<file path="src/hw/rtl/ats_pkg.sv">
// Shared types, status codes and default sizes for the alias table sampler.
package ats_pkg;

    localparam int DEF_MAX_ENTRIES = 1024;
    localparam int DEF_WEIGHT_BITS = 32;
    localparam int DEF_FRAC_BITS   = 32;

    typedef logic [2:0] status_t;

    localparam status_t ST_DRAW_OK    = 3'd0;
    localparam status_t ST_BUILD_DONE = 3'd1;
    localparam status_t ST_ALL_ZERO   = 3'd2;
    localparam status_t ST_NO_TABLE   = 3'd3;
    localparam status_t ST_DROPPED    = 3'd4;

    localparam logic CMD_LOAD = 1'b0;
    localparam logic CMD_DRAW = 1'b1;

endpackage

</file>
<file path="src/hw/rtl/ats_div.sv">
// Iterative restoring divider, one quotient bit per cycle.
module ats_div
    import ats_pkg::*;
#(
    parameter int HI_W  = DEF_WEIGHT_BITS,
    parameter int DEN_W = DEF_WEIGHT_BITS + 10,
    parameter int Q_W   = DEF_FRAC_BITS + 11
)
(
    input  logic             clk,
    input  logic             rst_n,
    input  logic             start,
    input  logic [HI_W-1:0]  num_hi,
    input  logic [Q_W-1:0]   num_lo,
    input  logic [DEN_W-1:0] den,
    output logic             done,
    output logic [Q_W-1:0]   quo
);

    localparam int CW = $clog2(Q_W + 1);

    logic [DEN_W-1:0] rem_reg;
    logic [Q_W-1:0]   sh_reg;
    logic [CW-1:0]    cnt_reg;
    logic             run_reg;
    logic             done_reg;

    logic [DEN_W:0]   trial;
    logic             ge;
    logic [DEN_W:0]   diff;

    // trial subtract of the divisor from the shifted remainder
    assign trial = {rem_reg, sh_reg[Q_W-1]};
    assign ge    = trial >= {1'b0, den};
    assign diff  = trial - {1'b0, den};

    always_ff @(posedge clk or negedge rst_n)
    begin
        if (!rst_n)
        begin
            run_reg  <= 1'b0;
            done_reg <= 1'b0;
            cnt_reg  <= '0;
        end
        else
        begin
            done_reg <= 1'b0;
            if (start)
            begin
                run_reg <= 1'b1;
                cnt_reg <= CW'(Q_W);
            end
            else if (run_reg)
            begin
                cnt_reg <= cnt_reg - 1'b1;
                if (cnt_reg == CW'(1))
                begin
                    run_reg  <= 1'b0;
                    done_reg <= 1'b1;
                end
            end
        end
    end

    // remainder and dividend/quotient shift register
    always_ff @(posedge clk)
    begin
        if (start)
        begin
            rem_reg <= DEN_W'(num_hi);
            sh_reg  <= num_lo;
        end
        else if (run_reg)
        begin
            rem_reg <= ge ? diff[DEN_W-1:0] : trial[DEN_W-1:0];
            sh_reg  <= {sh_reg[Q_W-2:0], ge};
        end
    end

    assign done = done_reg;
    assign quo  = sh_reg;

endmodule

</file>
<file path="config.mk">
export PLATFORM = sky130hd
export DESIGN_NAME = ats_div
export DESIGN_NICKNAME = d
export VERILOG_FILES = /design/src/hw/rtl/ats_pkg.sv /design/src/hw/rtl/ats_div.sv
export SDC_FILE = /design/constraint.sdc
export NUM_CORES = 1
export LEC_CHECK = 0
export ABC_CLOCK_PERIOD_IN_PS = 4800
export BUFFER_PORTS_ARGS = -buffer_cell sky130_fd_sc_hd__buf_4
export CAP_MARGIN = 20
export CORE_MARGIN = 2
export CORE_UTILIZATION = 55
export CTS_BUF_LIST = sky130_fd_sc_hd__clkbuf_4 sky130_fd_sc_hd__clkbuf_8
export DETAILED_ROUTE_END_ITERATION = 7
export GPL_ROUTABILITY_DRIVEN = 1
export HOLD_SLACK_MARGIN = 0.15
export PLACE_DENSITY = 0.82
export SLEW_MARGIN = 20
export SYNTH_ARGS = -nofsm -noshare
export SYNTH_HDL_FRONTEND = slang
export SYNTH_SLANG_ARGS = --single-unit
</file>
<file path="constraint.sdc">
create_clock -name clk -period 4.8 [get_ports clk]
set_input_delay 0.24 -clock clk [delete_from_list [all_inputs] [get_ports clk]]
set_output_delay 0.24 -clock clk [all_outputs]
set_load 0.05 [all_outputs]
</file>
* Word-level counts from Yosys, hierarchy flattened *
Cells that the tools add are included.

operators by class
  equality and inequality tests = 1
  reductions and logical operators = 1
  $add $sub $neg = 2
  $lt $le $gt $ge = 1
  multiplexer cells = 13

operators by type and width
  kind                                               count
  2-to-1 mux 43 bit                                  2
  2-to-1 mux 32 bit                                  2
  >= comparator 43 x 42 -> 1 bit                     1
  2-to-1 mux 42 bit                                  1
  subtractor 42 bit                                  1
  2-to-1 mux 6 bit                                   2
  == test 6 x 1 -> 1 bit (second input constant)     1
  2-to-1 mux 1 bit                                   6
  subtractor 6 x 1 -> 6 bit (second input constant)  1
  nonzero test 2 bit                                 1

storage, ports and cells
  bits of input ports = 120
  word-level logic and storage cells = 24
  flip-flop bits (word level) = 93

* Depth between registers and ports, before layout *
Gate-level depths: netlist (run 1).

  word-level depth = 4
  mapped depth = 14
  gate-level depth less buffers = 12

* Least setup slack after synthesis (run 1) *
No wires, ideal clock.

  kind = reg-to-reg
  start = reg sh_reg[42] (netlist: quo[42])
  end = reg rem_reg[0], data pin
  data arrival time = 2925 ps
  cell stages (with the launch flop) = 14
  setup slack = 1615 ps
  period minus slack after synthesis = 3185 ps
  buffers on the path = 2
  cell sequence = edfxtp_1 -> inv_1 -> ha_1 -> nor2b_1 -> o21bai_1 -> and3_4 -> o31a_1 -> o41a_1 -> o311a_1 -> buf_6 -> clkbuf_1 -> nand2_1 -> o21ai_0 -> mux2_2

between the ends
  word-level cells in the longest chain between the ends = 4

ends and longest elaborated chain
  item                                                                 line                          source
  start: declaration                                                   ats_div.sv:23                 logic [Q_W-1:0] sh_reg;
  start signal: assignment                                             ats_div.sv:71                 sh_reg <= num_lo;
  start signal: assignment                                             ats_div.sv:76                 sh_reg <= {sh_reg[Q_W-2:0], ge};
  subtractor 42 bit or >= comparator 43 x 42 -> 1 bit (tied branches)  ats_div.sv:35, ats_div.sv:34
  2-to-1 mux 42 bit (*)                                                ats_div.sv:75                 rem_reg <= ge ? diff[DEN_W-1:0] : trial[DEN_W-1:0];
  2-to-1 mux 32 bit (*)                                                ats_div.sv:73                 else if (run_reg)
  2-to-1 mux 32 bit (*)                                                ats_div.sv:68                 if (start)
  end signal: assignment                                               ats_div.sv:70                 rem_reg <= DEN_W'(num_hi);
  end signal: assignment                                               ats_div.sv:75
  end: declaration                                                     ats_div.sv:22                 logic [DEN_W-1:0] rem_reg;

Every way passes the cells marked *; elsewhere a longest branch is shown, timed or not. The select of a mux whose other input is x is not followed.
A chain may end at the register's enable or synchronous reset.

* Worst setup path in the final report (run 1) *
  start = reg rem_reg[19]
  end = reg rem_reg[3], data pin

between the ends
  word-level cells in the longest chain between the ends = 4

ends and longest elaborated chain
  item                            line           source
  >= comparator 43 x 42 -> 1 bit  ats_div.sv:34  assign ge = trial >= {1'b0, den};
  2-to-1 mux 42 bit               ats_div.sv:75
  2-to-1 mux 32 bit               ats_div.sv:73
  2-to-1 mux 32 bit               ats_div.sv:68

No other way between the ends. The select of a mux whose other input is x is not followed.

==> results.txt, run 1 <==
Cell taking the most area after synthesis: edfxtp_1
CP delay by family, top: compound AO/OA/AOI/OAI gates
Die Span Y: 116 um
Synth Area in XOR/XNOR: 4.59%
ANT nets after route: 0
Yosys cell types: 60
WHS Endpoint: quo[32]
Max-slew headroom: 38.4%
Routed wire length: 17600 um
Pre-antenna DRT Iters: 5
Mapped cell area: 6880 um^2
Starting Density: 56.8%
Setup crit end kind: flip-flop
Root Buffer: clkbuf_8
Adder-Cell Fraction of Synth Area: 8.30%
Min cycle time layout: 3.70 ns
Post-synth top area share: 32.8%
Met2 Routed Length: 8440 um
Initial antenna violation count: 0
Hold_ws: 0.162 ns
Top post-synthesis cells by area: edfxtp_1 33%, mux2_2 9.2%, ha_1 8.0%
Warnings from Yosys: 0
RR Startpoint: rem_reg[19]
Reg2reg end: rem_reg[3]
Largest net degree at the start of global routing: 72
CP startpoint kind: flip-flop
Switch share: 43.2%
CP dominant cell by count: a21oi_1
Power per Cell Area: 442 nW/um^2
Clock group share of total power: 13.8%
CTS tree: built
Synth Area in Simple Gates: 13.5%
Port Buffers: 163
Reg-to-reg slack, setup: 1.10 ns
TritonCTS buffer count: 9
CP Data Required Time: 4.90 ns
Clock sinks: 93
DRC Markers: 0
Worst-Margin Slew: 0.924 ns
Routed length on met1: 7450 um
Combinational fraction of design power: 54.2%
Antenna Cells: 0
Ys flop type: edfxtp_1
Endpoints failing setup: 0
GRT Total Usage: 26.6%
First-pass GRT wire length: 28300 um
Ys async rst share: 8.60%
Die ar.: 13400 um^2
CP cell instances: ha_1 -> a21oi_1 -> o21ai_0 -> a21oi_1 -> o31a_1 -> o41a_1 -> o311a_2 -> buf_12 -> nor2_1 -> a211oi_1 -> a21oi_1
Maximum VDD drop: 0.237 mV
# fillers: 955
EDFF count, synth: 75
Final hold vios: 0
Register share of total power: 32.0%
Uppermost layer routed: met4
Largest family of logic cells by synthesized area: compound AO/OA/AOI/OAI gates
Compound-Gate Fraction of Synth Area: 18.6%
Overall Power: 3.71 mW
Row count: 40
Via/cell ratio: 5.68
Outcome: complete, no violations
Post-DP HPWL: 13500 um
Worst Reg2Reg Path Length in Cells: 11
Sequential share of the synthesized area: 38.6%
Hold Crit Depth: 2
Clock latency on the worst-skew pair: 0.38 ns
Peak Freq: 270 MHz
Clk_skew: 0.0148 ns
Max Slew Vio Count: 0
Worst hold start: num_lo[32]
Mapped Cells: 749
Core Box Area: 12100 um^2
Final period util: 77.0%
Max FO, Critical Path: 49
Vias in the first global route: 6048
Multi-input gate area: 3780 um^2
Slowest-stage cell, CP: o311a_2
LEAKAGE: 3.71 nW
Initial DRC count: 369
Seq cells post-synth: 93
Io pins: 164
Worst Hold Class: input pin to flip-flop
Reg area: 2650 um^2
CP bufs+invs: 1
Max-cap violations: 0
Setup TNS: 0 ns
Worst Path Arrival: 3.80 ns
Net Count, Synth: 914
Switching pwr: 1.61 mW
Layout area overhead: 22.3%
Avg WL per Cell: 16.6 um
Routed wl met3: 1420 um
Critical path class: flip-flop to flip-flop
Post-CTS setup buffer count: 0
Post-layout util: 69.4%
Overflow after GRT: 0
Max FFs per register: 43
Share of cells above drive strength 1: 27.6%
Chip width: 116 um
Internal: 2.11 mW
Mapped Avg Cell Area: 9.18 um^2
Multiplexer share of the synthesized area: 9.90%
CP peak stage delay: 0.80 ns
H-tree depth: 3
Clk slew on worst S/H paths: 0.10 ns
Nets: 1055
RSZ-0062 raised after global routing: false
Max Root-Sink Buffers: 2
Gpl congestion: 0.955
Via count: 6037
[metrics by stage]
step / worst slack (ns) / cell area, um^2 / std cells
3_3_place_gp: 1.27 / 8170 / 1041
6_report: 1.10 / 8410 / 1063
4_1_cts: 1.14 / 8380 / 1060
3_5_place_dp: 1.16 / 8170 / 1041
5_1_grt: 0.838 / 8410 / 1063
2_1_floorplan: 1.61 / 6880 / 749
[layout by cell type (no fill, tap or decap), types with 2 or more instances in the layout]
| cell | netlist | layout |
|---|---|---|
| dfrtp_1 | 8 | 8 |
| nand4_1 | 17 | 17 |
| xnor2_1 | 19 | 19 |
| nor3_1 | 13 | 13 |
| clkinv_2 | 0 | 2 |
| a211oi_1 | 29 | 29 |
| nand3b_1 | 3 | 3 |
| nand3_1 | 6 | 6 |
| nand2_1 | 62 | 62 |
| o21ai_0 | 44 | 44 |
| o21a_1 | 3 | 3 |
| or3_1 | 5 | 5 |
| a41oi_1 | 2 | 2 |
| a21oi_1 | 70 | 70 |
| inv_1 | 72 | 71 |
| a21o_1 | 6 | 6 |
| nor2b_1 | 9 | 9 |
| buf_4 | 0 | 165 |
| o31a_1 | 4 | 4 |
| o211ai_1 | 4 | 4 |
| dlygate4sd3_1 | 0 | 6 |
| inv_6 | 0 | 2 |
| edfxtp_1 | 75 | 75 |
| nor2_1 | 58 | 58 |
| nor4_1 | 2 | 2 |
| dfxtp_1 | 10 | 10 |
| and3_1 | 2 | 2 |
| nand2b_1 | 12 | 12 |
| mux2_2 | 56 | 56 |
| a211o_1 | 2 | 2 |
| mux2i_1 | 5 | 5 |
| a31oi_1 | 8 | 8 |
| ha_1 | 44 | 44 |
| a21boi_0 | 3 | 3 |
| o31ai_1 | 3 | 3 |
| o2111ai_1 | 2 | 2 |
| xor2_1 | 17 | 17 |
| clkbuf_8 | 0 | 10 |
| o21bai_1 | 10 | 10 |
[power by group through the flow]
stage	registers [mW]	logic, mW	clock network [mW]
final	1.19	2.01	0.512
after global placement	1.19	1.94	0
after CTS	1.19	2.00	0.519
after detailed placement	1.20	1.98	0
after floorplan	1.31	1.39	0
after global routing	1.21	2.22	0.552
[metal layers]
metal	global-route usage, %	vias to the layer above
met5	0	-
met4	8.02	0
met3	8.16	22
met2	45.2	224
met1	32.7	2808
li1	-	2983
[synthesized netlist by cell type (all sizes together), types with 4 or more instances]
library cell and n:
inv 72, nand3 6, o211ai 4, mux2i 5, dfrtp 8, xor2 17
a31oi 9, mux2 56, ha 44, or3 5, a211oi 29, edfxtp 75
nor2b 10, nand2 62, o21bai 10, nand4 17, o31a 4, nand2b 12
buf 10, a21oi 70, nor3 13, a21o 6, dfxtp 10, clkbuf 32
xnor2 19, o21ai 45, nor2 58
[logic make-up (layout without fill, tap and decap cells)]
kind of cell | Yosys count | count (layout)
AOI/OAI and AO/OA | 203 | 203
and+or+nand+nor | 197 | 197
buffers and inverters | 114 | 260
DFF | 93 | 93
muxes | 61 | 61
adders and majority gates | 45 | 45
xor gates and xnor gates | 36 | 36
[worst reg2reg max path: cells and delay by family (launching register included)]
| kind | cells | cell delay (ns) |
|---|---|---|
| buffers and inverters | 1 | 0.30 |
| DFF | 1 | 0.42 |
| AOI/OAI and AO/OA | 8 | 2.28 |
| adders and majority gates | 1 | 0.36 |
| and+or+nand+nor | 1 | 0.07 |
[layout make-up]
| class | count | area share [%] |
|---|---|---|
| clock buffer | 11 | 1.73 |
| clock inverter | 5 | 0.402 |
| inverter | 72 | 3.23 |
| multi-input combinational | 542 | 44.9 |
| sequential | 93 | 31.5 |
| tap | 168 | 2.50 |
| timing repair buffer | 172 | 15.7 |
[timing repair]
item,4_1_cts,5_1_grt
hold buffers,3,3
endpoints found under the hold margin,10,3
resized for setup,0,0
[how the worst max path moves through the flow]
stage / start / to / slack [ns] / cells past startpoint
finish: rem_reg[19] / rem_reg[3] / 1.10 / 11
global route: rem_reg[35] / rem_reg[4] / 0.84 / 11
CTS: rem_reg[19] / rem_reg[3] / 1.14 / 11
detailed placement: rem_reg[19] / rem_reg[3] / 1.16 / 11
global placement: rem_reg[19] / rem_reg[2] / 1.27 / 11
floorplan: quo[42] / rem_reg[0] / 1.61 / 13
Power figures use the tool's default switching activity.
==> inputs of run 2 (changes only) <==
ABC_CLOCK_PERIOD_IN_PS = 3850   (was 4800)
clock period = 3.85 ns   (was 4.8 ns; I/O delays follow)
==> run 2 against run 1 <==
Compared with the run above: via count increased by 7.5%; clock power is 52% higher; critical path type unchanged; worst hold slack lost 0.0088 ns; largest cell class unchanged.
==> results.txt, run 2 (synthesized netlist as in run 1, its figures left out) <==
Outcome: complete, no violations
Port Buffers: 163 (unchanged)
H-tree depth: 3 (unchanged)
Max-cap violations: 0 (unchanged)
GRT Total Usage: 30.3% (+3.7 points)
Vias in the first global route: 6542 (+8.2%)
Starting Density: 56.8% (unchanged)
Critical path class: flip-flop to flip-flop
Register share of total power: 30.4% (-1.6 points)
Max FFs per register: 43 (unchanged)
Peak Freq: 288 MHz (+6.4%)
Clk_skew: 0.0151 ns (+0.000252 ns)
Combinational fraction of design power: 53.7% (-0.5 points)
CTS tree: built
Worst Path Arrival: 3.60 ns (-0.20 ns)
Max-slew headroom: 36.2% (-2.2 points)
Gpl congestion: 0.976 (+2.2%)
Internal: 2.81 mW (+33%)
Clock group share of total power: 15.9% (+2.1 points)
Maximum VDD drop: 0.282 mV (+19%)
Die ar.: 13400 um^2 (unchanged)
DRC Markers: 0 (unchanged)
RSZ-0062 raised after global routing: false
Commonest non-fill, non-tap cell in the layout: buf_4
Worst-Margin Slew: 0.957 ns (+0.0331 ns)
Final period util: 90.3% (+13 points)
Pre-antenna DRT Iters: 5 (unchanged)
Routed wire length: 20200 um (+15%)
Worst Reg2Reg Path Length in Cells: 10 (-1)
Antenna Cells: 0 (unchanged)
Nets: 1123 (+6.4%)
Die Span Y: 116 um (unchanged)
Final Cell Area: 9140 um^2 (+8.7%)
Switch share: 42.5% (-0.71 points)
Clock latency on the worst-skew pair: 0.39 ns (about the same)
Most frequent cells in the layout: 168 x buf_4, 75 x edfxtp_1, 71 x inv_1, 70 x a21oi_1, 70 x dlygate4sd3_1
Endpoints failing setup: 0 (unchanged)
Min cycle time layout: 3.48 ns (-0.222 ns)
Clk slew on worst S/H paths: 0.10 ns (about the same)
Final hold vios: 0 (unchanged)
Hold Crit Depth: 3 (+1)
Root Buffer: clkbuf_8
Switching pwr: 2.08 mW (+29%)
Chip width: 116 um (unchanged)
Post-DP HPWL: 13400 um (-0.29%)
Max Slew Vio Count: 0 (unchanged)
Initial antenna violation count: 0 (unchanged)
Share of cells above drive strength 1: 26.2% (-1.4 points)
First-pass GRT wire length: 31900 um (+13%)
Hold_ws: 0.153 ns (-0.00883 ns)
Power per Cell Area: 535 nW/um^2 (+21%)
TritonCTS buffer count: 9 (unchanged)
Initial DRC count: 479 (+30%)
Core Box Area: 12100 um^2 (unchanged)
Max Root-Sink Buffers: 2 (unchanged)
Via/cell ratio: 5.74 (+1.0%)
ANT nets after route: 0 (unchanged)
Overflow after GRT: 0 (unchanged)
Layout area overhead: 32.9%
Worst Hold Class: input pin to flip-flop
Via count: 6490 (+7.5%)
CP Data Required Time: 3.98 ns (-0.92 ns)
Row count: 40 (unchanged)
Io pins: 164 (unchanged)
LEAKAGE: 4.02 nW (+8.6%)
Setup TNS: 0 ns (unchanged)
Max FO, Critical Path: 39 (-20%)
Placed instance area: 8210 um^2 (+0.52%)
Clock sinks: 93 (unchanged)
CP startpoint kind: flip-flop
Avg WL per Cell: 17.9 um (+7.8%)
Largest net degree at the start of global routing: 82 (+14%)
Setup crit end kind: flip-flop
Post-layout util: 75.4% (+6.0 points)
## run 2: routing by layer
| layer | routed length, um | global-route usage [%] | vias up |
|---|---|---|---|
| li1 | - | - | 3116 |
| met4 | 497 | 11.8 | 0 |
| met1 | 8300 | 37.4 | 3004 |
| met2 | 9930 | 52.1 | 325 |
| met5 | 0 | 0 | - |
| met3 | 1480 | 6.54 | 45 |
## run 2: through the flow
stage          std cells  total power [mW]  setup slack [ns]
5_1_grt             1131              5.20             0.151
3_5_place_dp        1045              3.99             0.476
6_report            1131              4.89             0.374
4_1_cts             1131              4.82             0.463
3_3_place_gp        1045              3.93             0.565
2_1_floorplan        749              3.37             0.665
## run 2: worst paths after layout
path	from	to	slack, ns
worst min register to register	rem_reg[35]	rem_reg[35]	0.51
worst min-delay path	num_hi[5]	rem_reg[5]	0.15
worst max register to register	rem_reg[2]	rem_reg[2]	0.37
max in group asynchronous	rst_n	done	2.81
worst max-delay path	rem_reg[2]	rem_reg[2]	0.37
min in group asynchronous	rst_n	run_reg	0.76
## run 2: area by class of cell
| cell class | count | area [um^2] |
|---|---|---|
| well taps | 168 | 210 |
| multi-input cells | 542 | 3780 |
| inverters | 72 | 270 |
| flip-flops and latches | 93 | 2650 |
| clock inverters | 6 | 93.8 |
| clock buffers | 10 | 131 |
| fillers | 854 | 2980 |
| repair buffers | 240 | 2000 |
## run 2: what timing repair did
item | 4_1_cts | 5_1_grt
setup endpoints to repair | 0 | 0
gates resized for setup | 0 | 0
buffers inserted | 0 | 0
endpoints found under the hold margin | 76 | 0
hold buffers | 70 | 0
## run 2: critical path, cell delays in order (launching register included)
cell      delay, ns
edfxtp_1       0.41
ha_1           0.39
nand3_1        0.12
o21bai_1       0.19
and3_4         0.19
o31a_1         0.27
o41a_1         0.32
o311a_2        0.58
buf_12         0.26
a211oi_1       0.40
a21oi_1        0.08
## run 2: power groups by stage
stage | Sequential [mW] | Combinational, mW | Clock (mW)
2_1_floorplan | 1.64 | 1.73 | 0
6_report | 1.49 | 2.63 | 0.776
3_5_place_dp | 1.49 | 2.49 | 0
3_3_place_gp | 1.48 | 2.45 | 0
5_1_grt | 1.51 | 2.88 | 0.810
4_1_cts | 1.47 | 2.57 | 0.774
